### src/rtl/keyword_substitution_cipher_assert.svh
// Assertion macros shared by the keyword substitution cipher RTL.
// Each macro expands to one labelled concurrent assertion that reports by $error.
// No dependencies; include guard below.
`ifndef KEYWORD_SUBSTITUTION_CIPHER_ASSERT_SVH
`define KEYWORD_SUBSTITUTION_CIPHER_ASSERT_SVH

// Assertion on an explicit clock and active-low reset.
`define KSC_ASSERT_CLK(name, clk, rst_n, prop, msg) \
  name: assert property (@(posedge clk) disable iff (!rst_n) (prop)) else $error(msg);

// Assertion on the block's usual clk_i and rst_ni.
`define KSC_ASSERT(name, prop, msg) `KSC_ASSERT_CLK(name, clk_i, rst_ni, prop, msg)

`endif

### src/rtl/ksc_pkg.sv
// Package for the keyword substitution cipher: command codes, controller states
// and the command and status structs between controller and datapath. No dependencies.
`default_nettype none

package ksc_pkg;

  localparam int unsigned CmdW    = 3;
  localparam int unsigned LetterW = 5;

  typedef enum logic [CmdW-1:0] {
    CMD_CLEAR   = 3'd0,
    CMD_KEY     = 3'd1,
    CMD_FINISH  = 3'd2,
    CMD_ENCRYPT = 3'd3,
    CMD_DECRYPT = 3'd4
  } cmd_e;

  typedef enum logic [2:0] {
    ST_IDLE,
    ST_LOOKUP,
    ST_FILL,
    ST_INVERT,
    ST_INV_LAST
  } state_e;

  typedef struct packed {
    logic clear_en;
    logic key_en;
    logic lookup_en;
    logic lookup_dec;
    logic fill_en;
    logic inv_rd_en;
    logic walk_en;
    logic out_load;
  } ctrl_cmd_t;

  typedef struct packed {
    logic walk_last;
  } dp_status_t;

endpackage

`default_nettype wire

### src/rtl/ksc_datapath.sv
// Datapath of the keyword substitution cipher: cipher and plain table memories,
// used mask, fill count, walk counter and result register. Depends on ksc_pkg.
`default_nettype none
`include "keyword_substitution_cipher_assert.svh"

module ksc_datapath #(
  parameter int unsigned ALPHABET_SIZE = 26
) (
  input  wire logic                          clk_i,
  input  wire logic                          rst_ni,
  input  wire ksc_pkg::ctrl_cmd_t            cmd_i,
  input  wire logic [ksc_pkg::LetterW-1:0]   letter_i,
  output      ksc_pkg::dp_status_t           status_o,
  output      logic [ksc_pkg::LetterW-1:0]   letter_out_o
);

  localparam int unsigned LW = ksc_pkg::LetterW;
  localparam int unsigned IW = $clog2(ALPHABET_SIZE);
  localparam int unsigned FW = $clog2(ALPHABET_SIZE + 1);
  localparam logic [IW-1:0] LastIdx = IW'(ALPHABET_SIZE - 1);
  localparam logic [FW-1:0] FullCnt = FW'(ALPHABET_SIZE);
  localparam logic [LW:0]   SizeExt = (LW + 1)'(ALPHABET_SIZE);

  logic [IW-1:0] cipher_mem [ALPHABET_SIZE];
  logic [IW-1:0] plain_mem  [ALPHABET_SIZE];

  logic [ALPHABET_SIZE-1:0] cipher_vld_q, cipher_vld_d;
  logic [ALPHABET_SIZE-1:0] plain_vld_q, plain_vld_d;
  logic [ALPHABET_SIZE-1:0] used_q, used_d;
  logic [FW-1:0]            fill_q, fill_d;
  logic [IW-1:0]            walk_q, walk_d;
  logic                     inv_pend_q;

  logic [IW-1:0] rd_cdata_q, rd_pdata_q, rd_idx_q;
  logic          rd_cvld_q, rd_pvld_q, rd_inr_q, rd_dec_q;
  logic [LW-1:0] rd_letter_q;
  logic [LW-1:0] out_q, out_d;

  logic          in_range;
  logic [IW-1:0] lk_addr, rd_addr;
  logic          not_full, key_wr, fill_wr, cwr_en;
  logic [IW-1:0] cwr_addr, cwr_data;
  logic [IW-1:0] rd_eff_c, rd_eff_p, lk_val;
  logic          walk_last;

  assign in_range  = {1'b0, letter_i} < SizeExt;
  assign lk_addr   = in_range ? letter_i[IW-1:0] : '0;
  assign rd_addr   = cmd_i.lookup_en ? lk_addr : walk_q;
  assign walk_last = (walk_q == LastIdx);
  assign not_full  = (fill_q < FullCnt);

  assign key_wr   = cmd_i.key_en && in_range && !used_q[lk_addr] && not_full;
  assign fill_wr  = cmd_i.fill_en && !used_q[walk_q] && not_full;
  assign cwr_en   = key_wr || fill_wr;
  assign cwr_addr = fill_q[IW-1:0];
  assign cwr_data = key_wr ? lk_addr : walk_q;

  assign rd_eff_c = rd_cvld_q ? rd_cdata_q : rd_idx_q;
  assign rd_eff_p = rd_pvld_q ? rd_pdata_q : rd_idx_q;
  assign lk_val   = rd_dec_q ? rd_eff_p : rd_eff_c;
  assign out_d    = rd_inr_q ? LW'(lk_val) : rd_letter_q;

  always_comb begin
    cipher_vld_d = cipher_vld_q;
    plain_vld_d  = plain_vld_q;
    used_d       = used_q;
    fill_d       = fill_q;
    walk_d       = walk_q;
    if (cmd_i.clear_en) begin
      cipher_vld_d = '0;
      plain_vld_d  = '0;
      used_d       = '0;
      fill_d       = '0;
    end else begin
      if (cwr_en) begin
        cipher_vld_d[cwr_addr] = 1'b1;
        fill_d                 = fill_q + 1'b1;
      end
      if (key_wr) begin
        used_d[lk_addr] = 1'b1;
      end
      if (cmd_i.fill_en) begin
        used_d[walk_q] = 1'b1;
      end
      if (inv_pend_q) begin
        plain_vld_d[rd_eff_c] = 1'b1;
      end
    end
    if (cmd_i.walk_en) begin
      walk_d = walk_last ? '0 : walk_q + 1'b1;
    end
  end

  always_ff @(posedge clk_i or negedge rst_ni) begin
    if (!rst_ni) begin
      cipher_vld_q <= '0;
      plain_vld_q  <= '0;
      used_q       <= '0;
      fill_q       <= '0;
      walk_q       <= '0;
      inv_pend_q   <= 1'b0;
    end else begin
      cipher_vld_q <= cipher_vld_d;
      plain_vld_q  <= plain_vld_d;
      used_q       <= used_d;
      fill_q       <= fill_d;
      walk_q       <= walk_d;
      inv_pend_q   <= cmd_i.inv_rd_en;
    end
  end

  // Table memories: one write port and one registered read port each.
  always_ff @(posedge clk_i) begin
    if (cwr_en) begin
      cipher_mem[cwr_addr] <= cwr_data;
    end
    if (inv_pend_q) begin
      plain_mem[rd_eff_c] <= rd_idx_q;
    end
    if (cmd_i.lookup_en || cmd_i.inv_rd_en) begin
      rd_cdata_q  <= cipher_mem[rd_addr];
      rd_pdata_q  <= plain_mem[lk_addr];
      rd_cvld_q   <= cipher_vld_q[rd_addr];
      rd_pvld_q   <= plain_vld_q[lk_addr];
      rd_idx_q    <= rd_addr;
      rd_inr_q    <= in_range;
      rd_dec_q    <= cmd_i.lookup_dec;
      rd_letter_q <= letter_i;
    end
    if (cmd_i.out_load) begin
      out_q <= out_d;
    end
  end

  assign status_o.walk_last = walk_last;
  assign letter_out_o       = out_q;

  `KSC_ASSERT(a_fill_completes, cmd_i.fill_en && walk_last |=> fill_q == FullCnt && (&used_q),
              "Alphabet not full after the fill walk.")
  `KSC_ASSERT(a_fill_bounded, cwr_en |-> fill_q < FullCnt,
              "Cipher table written beyond the alphabet.")

endmodule

`default_nettype wire

### src/rtl/ksc_ctrl.sv
// Controller of the keyword substitution cipher: sequences lookups and the finish
// walk, and owns both stream handshakes. Depends on ksc_pkg and the assertion header.
`default_nettype none
`include "keyword_substitution_cipher_assert.svh"

module ksc_ctrl (
  input  wire logic                         clk_i,
  input  wire logic                         rst_ni,
  input  wire logic                         in_valid_i,
  output      logic                         in_ready_o,
  input  wire logic [ksc_pkg::CmdW-1:0]     command_i,
  output      logic                         out_valid_o,
  input  wire logic                         out_ready_i,
  input  wire ksc_pkg::dp_status_t          status_i,
  output      ksc_pkg::ctrl_cmd_t           cmd_o
);

  ksc_pkg::state_e state_q, state_d;
  logic            out_valid_q, out_valid_d;
  logic            out_free, accept, is_lookup, is_finish;
  ksc_pkg::cmd_e   cmd;

  assign cmd       = ksc_pkg::cmd_e'(command_i);
  assign out_free  = !out_valid_q || out_ready_i;
  assign is_lookup = (cmd == ksc_pkg::CMD_ENCRYPT) || (cmd == ksc_pkg::CMD_DECRYPT);
  assign is_finish = (cmd == ksc_pkg::CMD_FINISH);
  assign accept    = in_valid_i && in_ready_o;

  always_comb begin
    state_d = state_q;
    unique case (state_q)
      ksc_pkg::ST_IDLE, ksc_pkg::ST_LOOKUP: begin
        if (accept) begin
          if (is_lookup) begin
            state_d = ksc_pkg::ST_LOOKUP;
          end else if (is_finish) begin
            state_d = ksc_pkg::ST_FILL;
          end else begin
            state_d = ksc_pkg::ST_IDLE;
          end
        end else if (state_q == ksc_pkg::ST_LOOKUP && out_free) begin
          state_d = ksc_pkg::ST_IDLE;
        end
      end
      ksc_pkg::ST_FILL: begin
        if (status_i.walk_last) begin
          state_d = ksc_pkg::ST_INVERT;
        end
      end
      ksc_pkg::ST_INVERT: begin
        if (status_i.walk_last) begin
          state_d = ksc_pkg::ST_INV_LAST;
        end
      end
      ksc_pkg::ST_INV_LAST: begin
        state_d = ksc_pkg::ST_IDLE;
      end
      default: begin
        state_d = ksc_pkg::ST_IDLE;
      end
    endcase
  end

  always_comb begin
    in_ready_o = 1'b0;
    unique case (state_q)
      ksc_pkg::ST_IDLE: begin
        in_ready_o = 1'b1;
      end
      ksc_pkg::ST_LOOKUP: begin
        in_ready_o = out_free;
      end
      default: begin
        in_ready_o = 1'b0;
      end
    endcase
  end

  always_comb begin
    cmd_o = '0;
    unique case (state_q)
      ksc_pkg::ST_LOOKUP: begin
        cmd_o.out_load = out_free;
      end
      ksc_pkg::ST_FILL: begin
        cmd_o.fill_en = 1'b1;
        cmd_o.walk_en = 1'b1;
      end
      ksc_pkg::ST_INVERT: begin
        cmd_o.inv_rd_en = 1'b1;
        cmd_o.walk_en   = 1'b1;
      end
      default: begin
        cmd_o.out_load = 1'b0;
      end
    endcase
    cmd_o.clear_en   = accept && (cmd == ksc_pkg::CMD_CLEAR);
    cmd_o.key_en     = accept && (cmd == ksc_pkg::CMD_KEY);
    cmd_o.lookup_en  = accept && is_lookup;
    cmd_o.lookup_dec = (cmd == ksc_pkg::CMD_DECRYPT);
  end

  always_comb begin
    if (cmd_o.out_load) begin
      out_valid_d = 1'b1;
    end else if (out_ready_i) begin
      out_valid_d = 1'b0;
    end else begin
      out_valid_d = out_valid_q;
    end
  end

  always_ff @(posedge clk_i or negedge rst_ni) begin
    if (!rst_ni) begin
      state_q     <= ksc_pkg::ST_IDLE;
      out_valid_q <= 1'b0;
    end else begin
      state_q     <= state_d;
      out_valid_q <= out_valid_d;
    end
  end

  assign out_valid_o = out_valid_q;

  `KSC_ASSERT(a_finish_busy, accept && is_finish |=> !in_ready_o,
              "Input accepted straight after a finish command.")
  `KSC_ASSERT(a_invert_after_fill,
              state_q == ksc_pkg::ST_INVERT |->
              $past(state_q) == ksc_pkg::ST_FILL || $past(state_q) == ksc_pkg::ST_INVERT,
              "Inverse build entered without a fill walk.")
  `KSC_ASSERT(a_result_from_lookup, $rose(out_valid_q) |-> $past(state_q) == ksc_pkg::ST_LOOKUP,
              "Result raised without a lookup.")

endmodule

`default_nettype wire

### src/rtl/keyword_substitution_cipher.sv
// Encrypt and decrypt results pass through the table read port registers and then the
// result register; a lookup is taken every cycle while the result register drains, the
// table read port setting it. Finish holds off the input while one walk fills the
// cipher table and a second builds the inverse.
// Reset is asynchronous and active low; per-entry valid bits make both tables read
// as the identity at once, so no clearing pass follows reset.
// Top level: joins ksc_ctrl and ksc_datapath; depends on ksc_pkg.
`default_nettype none

module keyword_substitution_cipher #(
  parameter int unsigned ALPHABET_SIZE = 26
) (
  input  wire logic       clk_i,
  input  wire logic       rst_ni,
  input  wire logic       s_axis_tvalid,
  output      logic       s_axis_tready,
  input  wire logic [7:0] s_axis_tdata,   // [4:0] letter, [7:5] zero
  input  wire logic [2:0] s_axis_tuser,   // [2:0] command
  output      logic       m_axis_tvalid,
  input  wire logic       m_axis_tready,
  output      logic [7:0] m_axis_tdata    // [4:0] letter_out, [7:5] zero
);

  ksc_pkg::ctrl_cmd_t              cmd;
  ksc_pkg::dp_status_t             status;
  logic [ksc_pkg::LetterW-1:0]     letter_out;

  ksc_ctrl u_ctrl (
    .clk_i       (clk_i),
    .rst_ni      (rst_ni),
    .in_valid_i  (s_axis_tvalid),
    .in_ready_o  (s_axis_tready),
    .command_i   (s_axis_tuser),
    .out_valid_o (m_axis_tvalid),
    .out_ready_i (m_axis_tready),
    .status_i    (status),
    .cmd_o       (cmd)
  );

  ksc_datapath #(
    .ALPHABET_SIZE(ALPHABET_SIZE)
  ) u_datapath (
    .clk_i        (clk_i),
    .rst_ni       (rst_ni),
    .cmd_i        (cmd),
    .letter_i     (s_axis_tdata[ksc_pkg::LetterW-1:0]),
    .status_o     (status),
    .letter_out_o (letter_out)
  );

  assign m_axis_tdata = 8'(letter_out);

endmodule

`default_nettype wire
### config.mk
export PLATFORM = sky130hd
export DESIGN_NAME = keyword_substitution_cipher
export DESIGN_NICKNAME = d
export VERILOG_FILES = /design/src/rtl/ksc_pkg.sv /design/src/rtl/ksc_datapath.sv /design/src/rtl/ksc_ctrl.sv /design/src/rtl/keyword_substitution_cipher.sv
export VERILOG_INCLUDE_DIRS = /design/src /design/src/rtl
export SDC_FILE = /design/constraint.sdc
export NUM_CORES = 1
export LEC_CHECK = 0
export BUFFER_PORTS_ARGS = -buffer_cell sky130_fd_sc_hd__buf_2
export CORE_MARGIN = 2
export CORE_UTILIZATION = 40
export CTS_BUF_LIST = sky130_fd_sc_hd__clkbuf_4 sky130_fd_sc_hd__clkbuf_8 sky130_fd_sc_hd__clkbuf_16
export DETAILED_ROUTE_END_ITERATION = 16
export HOLD_SLACK_MARGIN = 0.05
export SYNTH_ARGS = -nofsm -noshare
export SYNTH_HDL_FRONTEND = slang
export SYNTH_HIERARCHICAL = 1
export SYNTH_SLANG_ARGS = --single-unit
### constraint.sdc
create_clock -name clk_i -period 6.1 [get_ports clk_i]
set_clock_uncertainty 0.15 [all_clocks]
set_input_delay 1.22 -clock clk_i [delete_from_list [all_inputs] [get_ports clk_i]]
set_output_delay 1.22 -clock clk_i [all_outputs]
set_load 0.02 [all_outputs]
; Word-level counts from Yosys, hierarchy flattened
; Memories as Yosys holds them, arrays and structs flattened. A register that Yosys moved wholly into a read port is not among the register bits.
; Cells that the tools add are included.
[word_totals]
regBits = 112
mem_bits_rw = 260
in_bits = 15
output_inout_bits = 10
wordCells = 126
mem_count = 2
[op_classes]
n_addsub = 2
n_lt_le_gt_ge = 11
n_eq_ne = 11
mux = 52
bitwise_logic = 4
reduce_logical = 29
[memory_table]
columns = name, words, width, read_ports, rd_ports_with_merged_regs, wr, line_no
row1 = u_datapath.cipher_mem, 26, 5, 1, 1, 1, ksc_datapath.sv:24  ; logic [IW-1:0] cipher_mem [ALPHABET_SIZE];
row2 = u_datapath.plain_mem, 26, 5, 1, 1, 1, ksc_datapath.sv:25  ; logic [IW-1:0] plain_mem [ALPHABET_SIZE];
[op_table]
columns = operator, n
row1 = 26-bit 2-to-1 mux, 8
row2 = 26-bit OR, 4
row3 = 5-bit 2-to-1 mux, 10
row4 = 5-bit by 6-bit less-than comparator with 1-bit output (second input constant), 5
row5 = 1-bit binary-select mux with 5-bit select, 4
row6 = 1-bit demux with 5-bit select, 4
row7 = 5-bit by 1-bit >= comparator with 1-bit output (second input constant), 4
row8 = 1-bit 2-to-1 mux, 18
row9 = 3-bit 2-to-1 mux, 5
row10 = 1-bit logical AND, 14
row11 = 3-bit by 2-bit equality test with 1-bit output (second input constant), 4
row12 = 5-bit by 1-bit adder with 5-bit output (second input constant), 2
row13 = 5-bit less-than comparator (second input constant), 2
row14 = 3-bit one-hot mux with 3 select lines, 1
row15 = 3-bit by 1-bit equality test with 1-bit output (second input constant), 2
row16 = 3-bit zero test, 2
row17 = 2-bit nonzero test, 3
row18 = 5-bit equality test (second input constant), 1
row19 = 1-bit logical OR, 4
row20 = 2-bit by 1-bit inequality test with 1-bit output (second input constant), 2
row21 = 2-bit OR reduction, 2
row22 = 3-bit equality test (second input constant), 1
row23 = 1-bit zero test, 3
row24 = 3-bit by 1-bit inequality test with 1-bit output (second input constant), 1
row25 = other kinds (3), 3

; Longest topological paths before layout
[logic_depth]
word_depth = 13
mapped_depth = 13
depth_no_buf = 9

; Hierarchy
; Netlist, hierarchy kept.
[by_module_without_submodules]
columns = module, instances, cells_per_inst, area_each_um2, seq_area_each_um2
row1 = ksc_datapath, 1, 1251, 16707.3, 10905.5
row2 = ksc_ctrl, 1, 33, 321.6, 100.1
row3 = keyword_substitution_cipher, 1, 4, 26.3, 0.0

; Worst setup path after synthesis
; Ideal clock, no wire load.
[synth_path]
path_type = input-to-reg
start = input s_axis_tdata[2]
end = memory u_datapath/cipher_mem[0][0] (netlist bit) (data pin)
setup_ps = 352
arrival_time_ps = 3577
t_required_ps = 5598
slack_ps = 2021
stages = 8
n_path_buf = 2
path_cell_list = clkbuf_1 > nand3b_1 > nor2_1 > o21ai_0 > a31o_2 > nand3_1 > buf_2 > mux2i_1
[synth_via]
elab_chain_cells = 8
elab_cells_between_ends = 9
cone_classes = order compare (1) / mux (4) / reduce/logical (4)
[synth_rtl]
columns = item, line_no
row1 = "start, declared", keyword_substitution_cipher.sv:17  ; input wire logic [7:0] s_axis_tdata,
row2 = 5-bit less-than comparator, ksc_datapath.sv:46  ; assign in_range = {1'b0, letter_i} < SizeExt;
row3 = 5-bit 2-to-1 mux, ksc_datapath.sv:47  ; assign lk_addr = in_range ? letter_i[IW-1:0] : '0;
row4 = 1-bit binary-select mux with 5-bit select, ksc_datapath.sv:52  ; assign key_wr = cmd_i.key_en && in_range && !used_q[lk_addr] && not_full;
row5 = 1-bit 2-to-1 mux (not written as such), ksc_datapath.sv:52
row6 = 1-bit zero test, ksc_datapath.sv:52
row7 = 1-bit logical AND (2 in series), ksc_datapath.sv:52
row8 = 5-bit 2-to-1 mux *, ksc_datapath.sv:56  ; assign cwr_data = key_wr ? lk_addr : walk_q;
row9 = named net u_datapath.cwr_data[0], ksc_datapath.sv:42  ; logic [IW-1:0] cwr_addr, cwr_data;
row10 = "end, declared", ksc_datapath.sv:24
; The timed path passes the listed nets; every way through them passes the cells marked *. The select of a mux whose other input is x is not followed.

; Final worst setup path
[layout_path]
start = input s_axis_tdata[0]
end = memory u_datapath/cipher_mem[22][4] (netlist bit) (data pin)
; Same word-level chain as after synthesis.

==> results.md <==
* Int Power at 5.94 mW
* Antenna Cells at 0
* Number of global-route vias before repair at 10800
* Crit end category: flip-flop
* First-pass GRT wire length at 65400 um
* Worst Max-Slew Pin Slew at 1300 ps
* Busiest grt layer: met2
* Grt met2 use at 30.8%
* CTS tree: done
* Post-synthesis simple-gate area fraction at 10.8%
* Hold Crit Start: u_datapath/cipher_vld_q[4]
* Finish-stage setup viols at 0
* #FFs+latches synth at 382
* CTS buffer count at 42
* Max Freq at 226 MHz
* Post-synthesis xor/xnor area fraction at 0%
* Crit-path max FO at 26
* Final GP Congestion at 0.828
* Vias per inst at 5.87
* Ys async rst share at 24.3%
* Multiplexer share of the synthesized area at 7.95%
* Largest family of logic cells by synthesized area: compound AO/OA/AOI/OAI gates
* Proportion of layout cells with a drive suffix above 1 at 14.3%
* Hold/Removal Path Class: reg2reg
* Normalized max-slew margin at 13.1%
* Clock-pin slew on the worst setup and hold paths at 60 ps
* DIE HEIGHT at 210 um
* Worst r2r src: u_datapath/walk_q[0]
* Clock sinks at 382
* Antenna violations before repair at 0
* Clock Tree Buf Depth at 3
* Slew Limit Fails at 0
* WL final at 42100 um
* Combinational power share at 27.3%
* Final Hold Viols at 0
* Wirelength per Cell at 22.7 um
* Setup crit end: u_datapath/cipher_mem[22][4]
* Row cnt at 75
* Psw at 3.10 mW
* Clk pwr share at 28.2%
* Synth Area in Adders at 0.587%
* Post-cts gate resize count at 0
* Die width at 210 um
* Ys Warns at 6
* Mapped Area at 0.0171 sq mm
* Post-synth cell types at 83
* Critical Path Source: s_axis_tdata[0]
* Hold buffer count at CTS at 0
* Part of the power in registers at 44.5%
* Drt first pass iters at 5
* Post-Synthesis Cells at 1288
* Root Driver: clkbuf_16
* Power Total at 9.04 mW
* NumNets Final at 1310
* Status: complete, no violations
* Detailed placement HPWL at 26400 um
* Type of the worst setup path: in2reg
* Max_cap viols at 0
* Later-pin clock latency in the skew report at 550 ps
* # DRC at 0
* Post-CTS setup buffer count at 0
* H-tree levels at 2
* Setup_tns at 0 ps
* GR Util met3 at 2.91%
* Reg2reg path depth at 7
* Routed vias at 10900
* Pin count of the biggest net entering global routing at 53
* Post-synth EDFFs at 289
* Worst EP arrival at 4600 ps
* Fraction of power spent switching nets at 34.3%
* Critical Path RT at 6260 ps
* Top FF cell, synth: edfxtp_1
* R2r setup slk at 2100 ps
* Area of the die at 0.0443 sq mm
* Power density over the cells at 476 mW/mm^2
* Gr usage total at 19.2%
* Syn Area/Cell at 13.2 sq um
* Sequential-to-total area share from yosys stat at 64.5%
* RR Endpoint: u_datapath/cipher_mem[20][3]
* Crit share post-route at 72.7%
* Core footprint at 0.0420 sq mm
* 1st-iter DRT viols at 1247
* Synth Area in Compound Gates at 13.0%
* Io pins at 25
* Area growth syn-to-layout at 11.5%
* Starting Density at 40.6%
* RSZ-0062 raised after global routing: false
* PortBufs at 18
* Fin crit period at 4430 ps
* Peak VDD IR at 0.217 mV
* DRT antenna net count at 0
* Gr ovfl total at 0
* CP startpoint kind: primary input
* Met1 Usage GRT at 27.3%
* P_leak at 6.86 nW
==> metrics by stage <==
step / cell area (sq um) / instances / hold WS (ps) / util (%) / setup WS, ps
6_report: 19000 / 1858 / 340 / 45.2 / 1670
5_1_grt: 19000 / 1858 / 351 / 45.2 / 1530
4_1_cts: 19000 / 1858 / 337 / 45.2 / 1780
3_5_place_dp: 17600 / 1782 / 322 / 41.9 / 1220
3_3_place_gp: 17600 / 1782 / 313 / 41.9 / 1240
2_1_floorplan: 17100 / 1290 / 300 / - / 2020
==> cells in the mapped netlist (6+ instances only) <==
cell | n | area, sq um
a21boi_0 | 6 | 45.0
a21oi_1 | 40 | 200
a221oi_1 | 30 | 263
a22oi_1 | 26 | 195
a311oi_1 | 10 | 87.6
a31oi_1 | 18 | 113
buf_1 | 15 | 56.3
buf_2 | 21 | 105
buf_4 | 6 | 45.0
buf_6 | 8 | 90.1
clkbuf_1 | 39 | 146
dfrtp_1 | 93 | 2330
edfxtp_1 | 289 | 8680
ha_1 | 8 | 100
inv_1 | 19 | 71.3
mux2_2 | 13 | 146
mux2i_1 | 87 | 871
mux4_2 | 15 | 338
nand2_1 | 96 | 360
nand2b_1 | 38 | 238
nand3_1 | 38 | 190
nand4_1 | 6 | 37.5
nor2_1 | 108 | 405
nor3_1 | 36 | 180
nor3b_1 | 8 | 60.1
o211ai_1 | 10 | 75.1
o21ai_0 | 45 | 225
o22ai_1 | 15 | 93.8
o32ai_1 | 13 | 114
o41ai_1 | 11 | 96.3
o41ai_2 | 15 | 244
or2_2 | 6 | 37.5
==> cell type report <==
type	instances	area (sq um)
fill	3779	23000
clock buffer	50	1120
timing repair buffer	42	298
clock inverter	26	275
multi-input combinational	793	5540
tap	539	674
sequential	382	11000
inverter	26	97.6
==> power by group through the flow <==
stage	Clock (mW)	Sequential, mW	Combinational [mW]
after detailed placement	0	4.07	2.46
after floorplan	0	3.84	1.84
after CTS	2.61	4.02	2.47
after global placement	0	4.05	2.41
after global routing	2.71	4.09	2.69
final	2.55	4.02	2.47
==> cell families (layout without fill, tap and decap cells) <==
family          count (synthesis)  count (layout)
mux                           115             115
compound gates                290             290
flops                         382             382
buf+inv                       115             144
simple gates                  377             377
fa+ha+maj                       8               8
other cells                     1               3
==> placed cells by master (no fill, tap or decap), drive strengths merged, types with 6 or more instances in the layout <==
cell type and instances:
a21boi 8, a21oi 41, a221oi 30, a22oi 26, a311oi 10, a31oi 19
and2 9, and3 7, buf 42, clkbuf 50, clkinv 20, dfrtp 93
edfxtp 289, ha 8, inv 25, mux2 13, mux2i 87, mux4 15
nand2 97, nand2b 38, nand3 38, nand4 6, nor2 109, nor2b 6
nor3 36, nor3b 9, o211ai 10, o21ai 48, o22ai 15, o32ai 13
o41ai 26, or2 6
==> state kept, by name, indices dropped and copies added (netlist names), 3 cells and up <==
register and count:
u_datapath/cwr_addr 5, u_datapath/rd_letter_q 5, u_datapath/plain_mem 130, u_datapath/plain_vld_q 26, u_datapath/rd_idx_q 5, u_datapath/letter_out_o 5
u_datapath/walk_q 5, u_datapath/rd_cdata_q 5, u_datapath/cipher_mem 130, u_datapath/cipher_vld_q 26, u_datapath/used_q 26, u_datapath/rd_pdata_q 5
u_ctrl/state_q 3
==> layer usage <==
layer / vias up / routed length [um] / part of all wire, %
li1: 4952 / - / -
met1: 5489 / 18400 / 44
met2: 396 / 20000 / 47
met3: 69 / 2810 / 6.7
met4: 0 / 898 / 2.1
met5: - / 0 / 0
==> worst min path at each step <==
stage / to / slack, ps / cells past startpoint
after floorplan: u_datapath/cipher_vld_q[19] / 300 / 2
after global placement: u_datapath/cipher_vld_q[25] / 310 / 2
after detailed placement: u_datapath/cipher_vld_q[22] / 320 / 2
final: u_datapath/cipher_vld_q[4] / 340 / 2
after global routing: u_datapath/cipher_vld_q[22] / 350 / 2
after CTS: u_datapath/cipher_vld_q[24] / 340 / 2
==> critical path, cell delays in order <==
cell and delay (ps):
buf_2 520, nor2b_1 410, and2_1 620, nand3_1 160
a31o_2 360, nand3_1 460, buf_4 330, a22o_1 170
buf_4 320
(Power assumes the default switching activity.)
